### config.mk
export PLATFORM = sky130hd
export DESIGN_NAME = irq_vector_allocator
export DESIGN_NICKNAME = d
export VERILOG_FILES = /design/src/design/iva_pkg.sv /design/src/design/iva_ram.sv /design/src/design/iva_select.sv /design/src/design/irq_vector_allocator.sv
export SDC_FILE = /design/constraint.sdc
export NUM_CORES = 2
export LEC_CHECK = 0
export BUFFER_PORTS_ARGS = -buffer_cell sky130_fd_sc_hd__buf_2
export CORE_MARGIN = 10
export CORE_UTILIZATION = 30
export DETAILED_ROUTE_END_ITERATION = 6
export HOLD_SLACK_MARGIN = 0.02
export PLACE_DENSITY = 0.45
export RECOVER_POWER = 50
export SLEW_MARGIN = 5
export SYNTH_ARGS = -nofsm -noshare
export SYNTH_HDL_FRONTEND = slang
export SYNTH_SLANG_ARGS = --single-unit
### constraint.sdc
create_clock -name i_clk -period 14.3 [get_ports i_clk]
set_clock_uncertainty 0.2 [all_clocks]
set_input_delay 0.715 -clock i_clk [delete_from_list [all_inputs] [get_ports i_clk]]
set_output_delay 0.715 -clock i_clk [all_outputs]
set_load 0.05 [all_outputs]
### src/design/iva_pkg.sv
// ----------------------------------------------------------------------------
// iva_pkg
// Shared types and codes of the interrupt vector allocator.
// ----------------------------------------------------------------------------
package iva_pkg;

    localparam logic OP_LEVEL = 1'b0;
    localparam logic OP_FIXED = 1'b1;

    localparam logic STATUS_OK   = 1'b0;
    localparam logic STATUS_FAIL = 1'b1;

    localparam logic [1:0] PIN_ANY = 2'd0;

    typedef enum logic [2:0] {
        ST_CLEAR,
        ST_IDLE,
        ST_SCAN,
        ST_DRAIN,
        ST_DECIDE,
        ST_DONE
    } t_state;

    typedef struct packed {
        logic       shareable;
        logic       moveable;
        logic [1:0] polarity;
        logic [1:0] trigger;
    } t_marks;

    typedef struct packed {
        logic       want_share;
        logic       want_move;
        logic       check_move;
        logic [1:0] polarity;
        logic [1:0] trigger;
    } t_req;

endpackage

### src/design/iva_ram.sv
// ----------------------------------------------------------------------------
// iva_ram
// Generic simple dual-port RAM with one write port and a registered read.
// ----------------------------------------------------------------------------
module iva_ram #(
    parameter int WIDTH = 14,
    parameter int DEPTH = 256
) (
    input  logic                     i_clk,
    input  logic                     i_we,
    input  logic [$clog2(DEPTH)-1:0] i_waddr,
    input  logic [WIDTH-1:0]         i_wdata,
    input  logic [$clog2(DEPTH)-1:0] i_raddr,
    output logic [WIDTH-1:0]         o_rdata
);

    logic [WIDTH-1:0] r_mem [DEPTH];
    logic [WIDTH-1:0] r_rdata;

    always_ff @(posedge i_clk) begin
        if (i_we) begin
            r_mem[i_waddr] <= i_wdata;
        end
        r_rdata <= r_mem[i_raddr];
    end

    assign o_rdata = r_rdata;

endmodule

### src/design/iva_select.sv
// ----------------------------------------------------------------------------
// iva_select
// Checks one slot per cycle against a request and keeps the best candidate.
// ----------------------------------------------------------------------------
module iva_select #(
    parameter int SLOT_W      = 8,
    parameter int COUNT_WIDTH = 8
) (
    input  logic                   i_clk,
    input  logic                   i_rst_n,
    input  logic                   i_clear,
    input  logic                   i_valid,
    input  logic [SLOT_W-1:0]      i_idx,
    input  logic [COUNT_WIDTH-1:0] i_count,
    input  iva_pkg::t_marks        i_marks,
    input  iva_pkg::t_req          i_req,
    output logic                   o_found,
    output logic [SLOT_W-1:0]      o_idx,
    output logic [COUNT_WIDTH-1:0] o_count
);

    logic                   r_found;
    logic [SLOT_W-1:0]      r_idx;
    logic [COUNT_WIDTH-1:0] r_count;

    logic pol_ok;
    logic trg_ok;
    logic move_ok;
    logic fits;
    logic better;

    always_comb begin
        pol_ok  = (i_marks.polarity == i_req.polarity) ||
                  (i_marks.polarity == iva_pkg::PIN_ANY) ||
                  (i_req.polarity == iva_pkg::PIN_ANY);
        trg_ok  = (i_marks.trigger == i_req.trigger) ||
                  (i_marks.trigger == iva_pkg::PIN_ANY) ||
                  (i_req.trigger == iva_pkg::PIN_ANY);
        move_ok = !i_req.check_move || (i_marks.moveable == i_req.want_move);
        fits    = (i_count == '0) ||
                  (i_marks.shareable && i_req.want_share && move_ok && pol_ok && trg_ok);
        better  = !r_found || (r_count > i_count);
    end

    always_ff @(posedge i_clk) begin
        if (!i_rst_n) begin
            r_found <= 1'b0;
        end else if (i_clear) begin
            r_found <= 1'b0;
        end else if (i_valid && fits && better) begin
            r_found <= 1'b1;
        end
    end

    always_ff @(posedge i_clk) begin
        if (i_valid && fits && better && !i_clear) begin
            r_idx   <= i_idx;
            r_count <= i_count;
        end
    end

    assign o_found = r_found;
    assign o_idx   = r_idx;
    assign o_count = r_count;

endmodule

### src/design/irq_vector_allocator.sv
// ----------------------------------------------------------------------------
// irq_vector_allocator
// Interrupt vector slot table with allocate-by-level and allocate-fixed.
//
// A request arrives as one transaction on the s_axis channel (tuser is the
// operation, tdata the request fields) and yields exactly one result
// transaction on the m_axis channel (tuser is the status, tdata the granted
// vector and its new user count). The clock level register is written over
// the cfg channel, which is always ready.
// After reset the slot table is cleared by a pass over all NUM_SLOTS slots,
// one slot per cycle, and no request is taken until it ends.
// A request scans the slot table through one RAM read port and one shared
// compare unit, one slot per cycle. A level request scans the slots of its
// level; if none fits, a widened search scans from the level base up to the
// clock level base. A fixed request checks only its own slot.
// The next request is taken as soon as the sequencer is idle; a result that
// the receiver stalls holds in the output register, and the following
// request finishes its scan but completes only once that register is free.
// ----------------------------------------------------------------------------
module irq_vector_allocator #(
    parameter int NUM_SLOTS       = 256,
    parameter int SLOTS_PER_LEVEL = 16,
    parameter int COUNT_WIDTH     = 8
) (
    input  logic        i_clk,
    input  logic        i_rst_n,
    input  logic        s_axis_tvalid,
    output logic        s_axis_tready,
    // level[3:0], vector[11:4], want_share[12], want_move[13],
    // widen_search[14], pin_polarity[16:15], pin_trigger[18:17], zero above
    input  logic [23:0] s_axis_tdata,
    // op
    input  logic        s_axis_tuser,
    output logic        m_axis_tvalid,
    input  logic        m_axis_tready,
    // assigned_vector[7:0], users_now[15:8]
    output logic [15:0] m_axis_tdata,
    // status
    output logic        m_axis_tuser,
    input  logic        i_cfg_valid,
    output logic        o_cfg_ready,
    input  logic [3:0]  i_cfg_data
);

    localparam int SLOT_W = $clog2(NUM_SLOTS);
    localparam int SPAN   = 16 * SLOTS_PER_LEVEL;
    localparam int TOP_A  = (SPAN > NUM_SLOTS) ? SPAN : NUM_SLOTS;
    localparam int TOP_B  = (TOP_A > 256) ? TOP_A : 256;
    localparam int VW     = $clog2(TOP_B + 1);
    localparam int MARK_W = $bits(iva_pkg::t_marks);
    localparam int DATA_W = COUNT_WIDTH + MARK_W;
    localparam logic [COUNT_WIDTH-1:0] COUNT_MAX = {COUNT_WIDTH{1'b1}};
    localparam logic [VW-1:0] SLOTS_V = VW'(NUM_SLOTS);
    localparam logic [VW-1:0] SPL_V   = VW'(SLOTS_PER_LEVEL);

    iva_pkg::t_state r_state;
    iva_pkg::t_state n_state;

    logic [3:0]      r_clock_level;
    logic [VW-1:0]   r_addr;
    logic [VW-1:0]   r_hi;
    logic [VW-1:0]   r_base;
    logic            r_op;
    logic            r_widen;
    logic            r_widened;
    iva_pkg::t_req   r_req;
    logic            r_rd_valid;
    logic [SLOT_W-1:0] r_rd_idx;
    logic            r_ok;
    logic            r_out_valid;
    logic            r_out_status;
    logic [7:0]      r_out_vec;
    logic [7:0]      r_out_users;

    logic              accept;
    logic              out_free;
    logic [VW-1:0]     in_base;
    logic [VW-1:0]     in_lo;
    logic [VW-1:0]     in_hi_raw;
    logic [VW-1:0]     in_hi;
    logic [VW-1:0]     wide_raw;
    logic [VW-1:0]     wide_hi;
    logic              can_widen;
    logic              ram_we;
    logic [SLOT_W-1:0] ram_waddr;
    logic [DATA_W-1:0] ram_wdata;
    logic [DATA_W-1:0] ram_rdata;
    logic              sel_found;
    logic [SLOT_W-1:0] sel_idx;
    logic [COUNT_WIDTH-1:0] sel_count;
    logic [COUNT_WIDTH-1:0] new_count;
    logic [15:0]       users_ext;
    logic [15:0]       idx_ext;
    iva_pkg::t_marks   rd_marks;
    iva_pkg::t_marks   wr_marks;
    iva_pkg::t_req     in_req;

    assign accept      = s_axis_tvalid && s_axis_tready;
    assign out_free    = !r_out_valid || m_axis_tready;
    assign o_cfg_ready = 1'b1;

    always_comb begin
        in_base   = VW'(s_axis_tdata[3:0]) * SPL_V;
        if (s_axis_tuser == iva_pkg::OP_FIXED) begin
            in_lo     = VW'(s_axis_tdata[11:4]);
            in_hi_raw = VW'(s_axis_tdata[11:4]) + VW'(1);
        end else begin
            in_lo     = in_base;
            in_hi_raw = in_base + SPL_V;
        end
        in_hi     = (in_hi_raw > SLOTS_V) ? SLOTS_V : in_hi_raw;
        wide_raw  = VW'(r_clock_level) * SPL_V;
        wide_hi   = (wide_raw > SLOTS_V) ? SLOTS_V : wide_raw;
        can_widen = !r_widened && (r_op == iva_pkg::OP_LEVEL) && r_widen &&
                    (wide_hi > r_base);

        in_req.want_share = s_axis_tdata[12];
        in_req.want_move  = s_axis_tdata[13];
        in_req.check_move = (s_axis_tuser == iva_pkg::OP_LEVEL);
        in_req.polarity   = s_axis_tdata[16:15];
        in_req.trigger    = s_axis_tdata[18:17];

        new_count = sel_count + COUNT_WIDTH'(1);
        users_ext = 16'(new_count);
        idx_ext   = 16'(sel_idx);

        wr_marks.shareable = r_req.want_share;
        wr_marks.moveable  = r_req.want_move;
        wr_marks.polarity  = r_req.polarity;
        wr_marks.trigger   = r_req.trigger;

        rd_marks = ram_rdata[MARK_W-1:0];
    end

    always_comb begin
        n_state = r_state;
        unique case (r_state)
            iva_pkg::ST_CLEAR: begin
                if (r_addr == SLOTS_V - VW'(1)) begin
                    n_state = iva_pkg::ST_IDLE;
                end
            end
            iva_pkg::ST_IDLE: begin
                if (accept) begin
                    n_state = (in_lo < in_hi) ? iva_pkg::ST_SCAN : iva_pkg::ST_DECIDE;
                end
            end
            iva_pkg::ST_SCAN: begin
                if (r_addr + VW'(1) == r_hi) begin
                    n_state = iva_pkg::ST_DRAIN;
                end
            end
            iva_pkg::ST_DRAIN: begin
                n_state = iva_pkg::ST_DECIDE;
            end
            iva_pkg::ST_DECIDE: begin
                if (!sel_found && can_widen) begin
                    n_state = iva_pkg::ST_SCAN;
                end else begin
                    n_state = iva_pkg::ST_DONE;
                end
            end
            iva_pkg::ST_DONE: begin
                if (out_free) begin
                    n_state = iva_pkg::ST_IDLE;
                end
            end
            default: n_state = iva_pkg::ST_CLEAR;
        endcase
    end

    always_comb begin
        s_axis_tready = 1'b0;
        ram_we        = 1'b0;
        ram_waddr     = r_addr[SLOT_W-1:0];
        ram_wdata     = '0;
        unique case (r_state)
            iva_pkg::ST_CLEAR: begin
                ram_we = 1'b1;
            end
            iva_pkg::ST_IDLE: begin
                s_axis_tready = 1'b1;
            end
            iva_pkg::ST_DONE: begin
                ram_we    = out_free && r_ok;
                ram_waddr = sel_idx;
                ram_wdata = {new_count, wr_marks};
            end
            default: begin
                s_axis_tready = 1'b0;
            end
        endcase
    end

    always_ff @(posedge i_clk) begin
        if (!i_rst_n) begin
            r_state       <= iva_pkg::ST_CLEAR;
            r_addr        <= '0;
            r_clock_level <= 4'd14;
            r_rd_valid    <= 1'b0;
            r_widened     <= 1'b0;
            r_ok          <= 1'b0;
            r_out_valid   <= 1'b0;
        end else begin
            r_state    <= n_state;
            r_rd_valid <= (r_state == iva_pkg::ST_SCAN);
            if (i_cfg_valid && o_cfg_ready) begin
                r_clock_level <= i_cfg_data;
            end
            unique case (r_state)
                iva_pkg::ST_CLEAR: begin
                    r_addr <= r_addr + VW'(1);
                end
                iva_pkg::ST_IDLE: begin
                    if (accept) begin
                        r_addr    <= in_lo;
                        r_widened <= 1'b0;
                    end
                end
                iva_pkg::ST_SCAN: begin
                    r_addr <= r_addr + VW'(1);
                end
                iva_pkg::ST_DECIDE: begin
                    r_ok <= sel_found && (sel_count != COUNT_MAX);
                    if (!sel_found && can_widen) begin
                        r_addr    <= r_base;
                        r_widened <= 1'b1;
                    end
                end
                default: begin
                    r_ok <= r_ok;
                end
            endcase
            if (r_state == iva_pkg::ST_DONE && out_free) begin
                r_out_valid <= 1'b1;
            end else if (m_axis_tvalid && m_axis_tready) begin
                r_out_valid <= 1'b0;
            end
        end
    end

    always_ff @(posedge i_clk) begin
        r_rd_idx <= r_addr[SLOT_W-1:0];
        if (accept) begin
            r_hi    <= in_hi;
            r_base  <= in_base;
            r_op    <= s_axis_tuser;
            r_widen <= s_axis_tdata[14];
            r_req   <= in_req;
        end
        if (r_state == iva_pkg::ST_DECIDE && !sel_found && can_widen) begin
            r_hi <= wide_hi;
        end
        if (r_state == iva_pkg::ST_DONE && out_free) begin
            if (r_ok) begin
                r_out_status <= iva_pkg::STATUS_OK;
                r_out_vec    <= idx_ext[7:0];
                r_out_users  <= users_ext[7:0];
            end else begin
                r_out_status <= iva_pkg::STATUS_FAIL;
                r_out_vec    <= '0;
                r_out_users  <= '0;
            end
        end
    end

    iva_ram #(
        .WIDTH (DATA_W),
        .DEPTH (NUM_SLOTS)
    ) u_ram (
        .i_clk   (i_clk),
        .i_we    (ram_we),
        .i_waddr (ram_waddr),
        .i_wdata (ram_wdata),
        .i_raddr (r_addr[SLOT_W-1:0]),
        .o_rdata (ram_rdata)
    );

    iva_select #(
        .SLOT_W      (SLOT_W),
        .COUNT_WIDTH (COUNT_WIDTH)
    ) u_select (
        .i_clk   (i_clk),
        .i_rst_n (i_rst_n),
        .i_clear (accept),
        .i_valid (r_rd_valid),
        .i_idx   (r_rd_idx),
        .i_count (ram_rdata[DATA_W-1:MARK_W]),
        .i_marks (rd_marks),
        .i_req   (r_req),
        .o_found (sel_found),
        .o_idx   (sel_idx),
        .o_count (sel_count)
    );

    assign m_axis_tvalid = r_out_valid;
    assign m_axis_tuser  = r_out_status;
    assign m_axis_tdata  = {r_out_users, r_out_vec};

    a_fail_zero: assert property (@(posedge i_clk) disable iff (!i_rst_n)
        m_axis_tvalid && (m_axis_tuser == iva_pkg::STATUS_FAIL) |-> m_axis_tdata == '0)
        else $error("failed allocation carries nonzero data");

    a_write_state: assert property (@(posedge i_clk) disable iff (!i_rst_n)
        ram_we |-> (r_state == iva_pkg::ST_CLEAR) || (r_state == iva_pkg::ST_DONE))
        else $error("slot table written outside clear pass or completion");

    a_scan_range: assert property (@(posedge i_clk) disable iff (!i_rst_n)
        r_state == iva_pkg::ST_SCAN |-> (r_addr < r_hi) && (r_hi <= SLOTS_V))
        else $error("scan address outside its range");

    a_grant_room: assert property (@(posedge i_clk) disable iff (!i_rst_n)
        (r_state == iva_pkg::ST_DONE) && r_ok |-> sel_found && (sel_count != COUNT_MAX))
        else $error("grant of a slot without a free count");

endmodule

# After elaboration in Yosys (flattened, before gate mapping)
# Memory sizes are Yosys's and may differ from the RTL's. A register that Yosys moved wholly into a read port is not among the register bits.
# Cells that the tools add are included.
# Widths: inputs -> output; s select.
# op_classes
n_mux	28
n_lt_le_gt_ge	5
reduce_logical	46
addsub	4
bitwise_logic	3
n_eq_ne	16
# op_table
cell	count
$mux 9	7
$pmux 9 s3	1
$logic_and 1x1->1	18
$mux 3	6
$pmux 3 s6	1
$mux 8	2
$mux 14	1
$add 8x1->9 const B	1
$add 8x5->9 const B	1
$add 9x1->9 const B	1
$eq 9x8->1 const B	1
$eq 9x9->1	1
$gt 8x9->1 const B	1
$gt 9x8->1	1
$gt 9x9->1 const B	1
$lt 8x9->1	1
$add 8x1->8 const B	1
$gt 8x8->1	1
$logic_not 2->1	4
$logic_not 8->1	1
$logic_or 1x1->1	8
$mux 1	8
$ne 2x2->1 const B	4
$ne 8x8->1 const B	1
other kinds (15)	29
# totals
reg_bits	84
memories	1
input_bits	34
ramBits	3584
out_inout_bits	20
elab_cells	126
# memory_table
memory	depth	word_bits	rd	rd_ports_with_merged_regs	write_ports	line	rtl
u_ram.r_mem	256	14	1	1	1	iva_ram.sv:17	logic [WIDTH-1:0] r_mem [DEPTH];

# Longest topological paths before layout
# logic_depth
depth_word	9
mapped_depth	16
ltp_nobuf	16

# Modules after synthesis
# A second synthesis with hierarchy kept.
# hier_totals
cells_unflattened	6586
hier_area_um2	143330.0
# modules_own_cells
mod	area_each_um2	cells_each	n_inst	seq_area_each_um2
iva_ram	138816.9	6142	1	107903.5
irq_vector_allocator	3683.5	383	1	1731.7
iva_select	829.5	61	1	500.5

# Worst setup path before layout
# Ideal clock, no wire load.
# synth_timing
path_kind	reg-to-reg
startpoint	reg r_state[0]
endpoint	mem u_ram.r_mem[0][9] (data pin)
setup_slack_ps	5859
period_less_slack_ps	8441
setup_time_ps	1388
path_buffers	2
t_arrival_ps	6853
path_stages_with_launch	5
cell_sequence	dfxtp_1 -> clkbuf_1 -> nand3_1 -> clkbuf_1 -> nor2_1
# synth_via
elab_chain_cells	2
# synth_lines
element	line	rtl
from (decl)	irq_vector_allocator.sv:56	iva_pkg::t_state r_state;
from (signal assigned)	irq_vector_allocator.sv:197	r_state <= iva_pkg::ST_CLEAR;
from (signal assigned)	irq_vector_allocator.sv:205	r_state <= n_state;
$eq 3x3->1	irq_vector_allocator.sv:177	unique case (r_state)
$mux 14	irq_vector_allocator.sv:177	
via ram_wdata[9]	irq_vector_allocator.sv:86	logic [DATA_W-1:0] ram_wdata;
to (decl)	iva_ram.sv:17	
# The timed path passes the listed nets, and every way through them passes these cells.

# Worst setup path after layout
# layout_timing
startpoint	reg r_addr[4]
endpoint	mem u_ram.r_mem[236][12], enable pin
# layout_via
elab_chain_cells	1
# layout_lines
element	line	rtl
from (decl)	irq_vector_allocator.sv:60	logic [VW-1:0] r_addr;
from (signal assigned)	irq_vector_allocator.sv:212	r_addr <= r_addr + VW'(1);
from (signal assigned)	irq_vector_allocator.sv:216	r_addr <= in_lo;
from (signal assigned)	irq_vector_allocator.sv:221	r_addr <= r_addr + VW'(1);
$mux 8	irq_vector_allocator.sv:177	
# Every way passes these cells.

==> results_dict.tcl <==
set metrics [dict create \
    run_status "finished with violations" \
    violations "max-capacitance violations, max-slew violations" \
    vdd_ir_drop_max_mv 0.09488 \
    crit_required_ns 14.56 \
    ctsHtreeMaxLevel 5 \
    cts.root.buffer_cell "sky130_fd_sc_hd__clkbuf_16" \
    ys_top_cells_by_area "sky130_fd_sc_hd__edfxtp_1 77%, sky130_fd_sc_hd__mux4_2 15%, sky130_fd_sc_hd__mux2i_1 1.1%, sky130_fd_sc_hd__nor2_1 0.99%, sky130_fd_sc_hd__dfxtp_1 0.60%" \
    cts_resized 0 \
    syn-mean-instance-area_um2 21.70 \
    dp_hpwl_um 272400 \
    grt_max_degree 181 \
    wire_per_inst_um 32.77 \
    grt_first_pass_wirelength_um 615800 \
    cts_made_buffers 397 \
    timing.max_cap.violations 50 \
    cts_tree "yes" \
    r2r-end "u_ram.r_mem[236][12]" \
    timing.reg2reg.worst_path_depth 8 \
    slew_headroom_pct -281.7 \
    worstSetupEndpointType "flop" \
    nFillCells 43860 \
    worst_pin_slew_ns 5.726 \
    synth.lib_cells_used.distinct 69 \
    syn-cell-area_um2 142300 \
    synth_enable_flop_cells 3639 \
    post-route-cell-area_um2 164900 \
    yosys.area.top_type "sky130_fd_sc_hd__edfxtp_1" \
    dp_slack_ns 8.006 \
    row_count 252 \
    power_frac_clock_pct 44.3 \
    setup_ws_ns 4.090 \
    synth_seq_cells 3682 \
    post_route_cells_drive_above_1_share_pct 26.09 \
    post_route_fraction_of_the_period_consumed_by_the_critical_path_pct 71.40 \
    hold_path_startpoint "r_rd_idx[5]" \
    postPlaceCellArea_um2 152200 \
    sw_frac_of_total_pct 21.59 \
    ys_warn_count 0 \
    detail-route-antenna-nets 0 \
    vias_in_the_first_global_route 72410 \
    nNetsFinal 7180 \
    port_buffers 47 \
    power.internal_mw 17.91 \
    critical_path_start_type "flop" \
    hold_class "reg -> reg" \
    core_area_um2 471700 \
    number_of_antenna_violations_at_the_first_check_in_global_routing 33 \
    grt_setup_unrepaired "false" \
    cellLeakagePower_nw 49.63 \
    finalMaxSlewViolations 2690 \
    drtPass1Iterations 5 \
    min_to "u_select.o_idx[5]" \
    fin_setup_tns_ns 0 \
    combPwrFrac_pct 4.3 \
    globalplace.congestion 0.8232 \
    final.hold.worst_slack_ns 0.2020 \
    syn2layout_area_growth_pct 15.86 \
    syn_nets 6616 \
    route.vias.total 71240 \
    worstSkewPairLatency_ns 0.97 \
    period_minus_slack_ns 10.21 \
    clkSlewWorstSetupHoldPaths_ns 0.06 \
    worst-path-max-fanout 26 \
    setup_viol_count_final 0 \
    synth_async_sr_flop_share_pct 0 \
    via_density_per_instance 5.203 \
    start_util_pct 30.17 \
    horiz_die_dim_um 708.7 \
    share_seq_of_total_power_pct 51.4 \
    r2r-start "r_addr[4]" \
    drt_first_iter_violations 8378 \
    netSwitchingPower_mw 4.929 \
    min_delay_path_depth 0 \
    achievable-frequency_mhz 97.95 \
    floorplan.die.height_um 708.7 \
    globalRouteTotalUtil_pct 17.39 \
    cp_data_arrival_time_ns 10.47 \
    synth_ff_type "sky130_fd_sc_hd__edfxtp_1" \
    setup_slack_reg_to_reg_ns 4.09 \
    detail_route.wirelength_um 448600 \
    worst-setup-path-type "reg -> reg" \
    post_synth_inst_count 6558 \
    io-pin-count 54 \
    synth.top_cell.area_share_pct 76.80 \
    power_per_cell_area_nw_per_um2 138.5 \
    globalRoute.totalOverflow 0 \
    final_core_util_pct 34.95 \
    drc_violations_left 0 \
    clock-sinks 3682 \
    cts-root-to-sink-buffers 4 \
    hold_viol 0 \
    dieArea_um2 502200 \
    yosysSeqAreaShare_pct 77.40 \
]
## final cells by class
| class | instances | area (um2) | area share, % |
|---|---|---|---|
| multi-input cells | 2483 | 30280 | 18.36 |
| diodes | 20 | 50.05 | 0.03036 |
| repair buffers | 526 | 3756 | 2.278 |
| well taps | 6223 | 7786 | 4.723 |
| inverters | 32 | 136.4 | 0.08272 |
| clock inverters | 229 | 2235 | 1.355 |
| flip-flops and latches | 3682 | 110100 | 66.81 |
| clock buffers | 495 | 10480 | 6.357 |
## worst max-delay path by stage
stage | startpoint | end | slack, ns | cells past startpoint
6_report | r_addr[4] | u_ram.r_mem[236][12] | 4.09 | 8
5_1_grt | r_state[0] | u_ram.r_mem[9][7] | 4.06 | 4
4_1_cts | r_addr[0] | u_ram.o_rdata[0] | 7.97 | 9
3_5_place_dp | r_addr[0] | u_ram.o_rdata[0] | 8.01 | 9
3_3_place_gp | r_addr[0] | u_ram.o_rdata[0] | 7.98 | 9
2_1_floorplan | r_state[0] | u_ram.r_mem[0][9] | 5.86 | 4
## cell usage after synthesis (all sizes together), types with 21 or more instances
cell type	instances
nand2	211
nor3	30
edfxtp	3639
a22oi	68
o221ai	21
mux4	920
a211oi	34
nand3	70
o21ai	87
ha	24
a31oi	28
a221oi	23
and2	31
a21oi	80
dfxtp	43
inv	29
mux2i	156
nor2b	23
buf	223
nor2	377
clkbuf	138
o22ai	78
## per-layer routing
metal	up-vias	global-route usage (%)	routed length, um
li1	28770	-	-
met3	549	3.118	30330
met2	2672	27.95	211300
met5	-	0	13
met1	39240	24.36	194000
met4	2	4.671	13070
## critical path, stage by stage (launching register included)
cell and delay, ns:
sky130_fd_sc_hd__dfxtp_1 2.23, sky130_fd_sc_hd__clkinvlp_2 2.43, sky130_fd_sc_hd__clkbuf_1 1.56, sky130_fd_sc_hd__nand2_1 0.45
sky130_fd_sc_hd__o21ai_0 0.68, sky130_fd_sc_hd__nand2_1 0.43, sky130_fd_sc_hd__clkbuf_1 0.79, sky130_fd_sc_hd__nor2_2 0.03
sky130_fd_sc_hd__clkbuf_1 0.66
## cell families (layout without fill, tap and decap cells)
group,count (synthesis),count (layout),share of synthesized area [%]
DFF,3682,3682,77.40
buffers and inverters,393,1282,1.471
and+or+nand+nor,821,821,2.503
other,1,21,0.002635
muxes,1091,1091,15.78
xor gates and xnor gates,31,31,0.1908
adders and majority gates,24,24,0.2110
AOI/OAI and AO/OA,515,515,2.442
## placed cells by master, fill, tap and decap left out, types with 23 or more instances in the layout
| cell type | instances |
|---|---|
| sky130_fd_sc_hd__bufinv_16 | 35 |
| sky130_fd_sc_hd__nor3_1 | 28 |
| sky130_fd_sc_hd__clkinv_2 | 52 |
| sky130_fd_sc_hd__ha_1 | 24 |
| sky130_fd_sc_hd__o22ai_1 | 78 |
| sky130_fd_sc_hd__mux4_2 | 920 |
| sky130_fd_sc_hd__a21oi_1 | 80 |
| sky130_fd_sc_hd__dlygate4sd3_1 | 26 |
| sky130_fd_sc_hd__a211oi_1 | 34 |
| sky130_fd_sc_hd__nand2_1 | 194 |
| sky130_fd_sc_hd__nor2_1 | 345 |
| sky130_fd_sc_hd__a221oi_1 | 23 |
| sky130_fd_sc_hd__buf_4 | 371 |
| sky130_fd_sc_hd__edfxtp_1 | 3639 |
| sky130_fd_sc_hd__a22oi_1 | 68 |
| sky130_fd_sc_hd__clkbuf_16 | 403 |
| sky130_fd_sc_hd__a31oi_1 | 28 |
| sky130_fd_sc_hd__nor2_2 | 23 |
| sky130_fd_sc_hd__inv_1 | 25 |
| sky130_fd_sc_hd__nand3_1 | 70 |
| sky130_fd_sc_hd__o21ai_0 | 84 |
| sky130_fd_sc_hd__clkbuf_1 | 181 |
| sky130_fd_sc_hd__dfxtp_1 | 40 |
| sky130_fd_sc_hd__mux2i_1 | 156 |
| sky130_fd_sc_hd__clkinv_1 | 110 |
## state kept, by name, indices dropped and copies added, names as in the netlist, 3 cells and up
| name | flops |
|---|---|
| r_addr | 9 |
| r_base | 4 |
| r_clock_level | 4 |
| r_hi | 9 |
| r_out_users | 8 |
| r_out_vec | 8 |
| r_rd_idx | 8 |
| r_req | 7 |
| r_state | 3 |
| u_ram.o_rdata | 14 |
| u_ram.r_mem | 3584 |
| u_select.o_count | 8 |
| u_select.o_idx | 8 |
## stage by stage
stage               instances  total power, mW
finish                  13690            22.84
global route            13680            23.53
CTS                     13670            23.07
detailed placement      12920            12.95
global placement        12920            12.95
floorplan                6558            12.56
## power by group through the flow
| stage | Clock, mW | Sequential (mW) | Combinational, mW |
|---|---|---|---|
| global placement | 0 | 12.0 | 0.991 |
| CTS | 10.3 | 11.7 | 0.997 |
| detailed placement | 0 | 12.0 | 0.989 |
| finish | 10.1 | 11.7 | 0.980 |
| floorplan | 0 | 11.9 | 0.624 |
| global route | 10.8 | 11.7 | 1.03 |
## what timing repair did
item,4_1_cts,5_1_grt
endpoints found under the setup margin,0,0
hold buffers,26,0
endpoints found under the hold margin,27,0
buffers inserted,0,0
No activity file was read; power rests on OpenSTA's default activity.
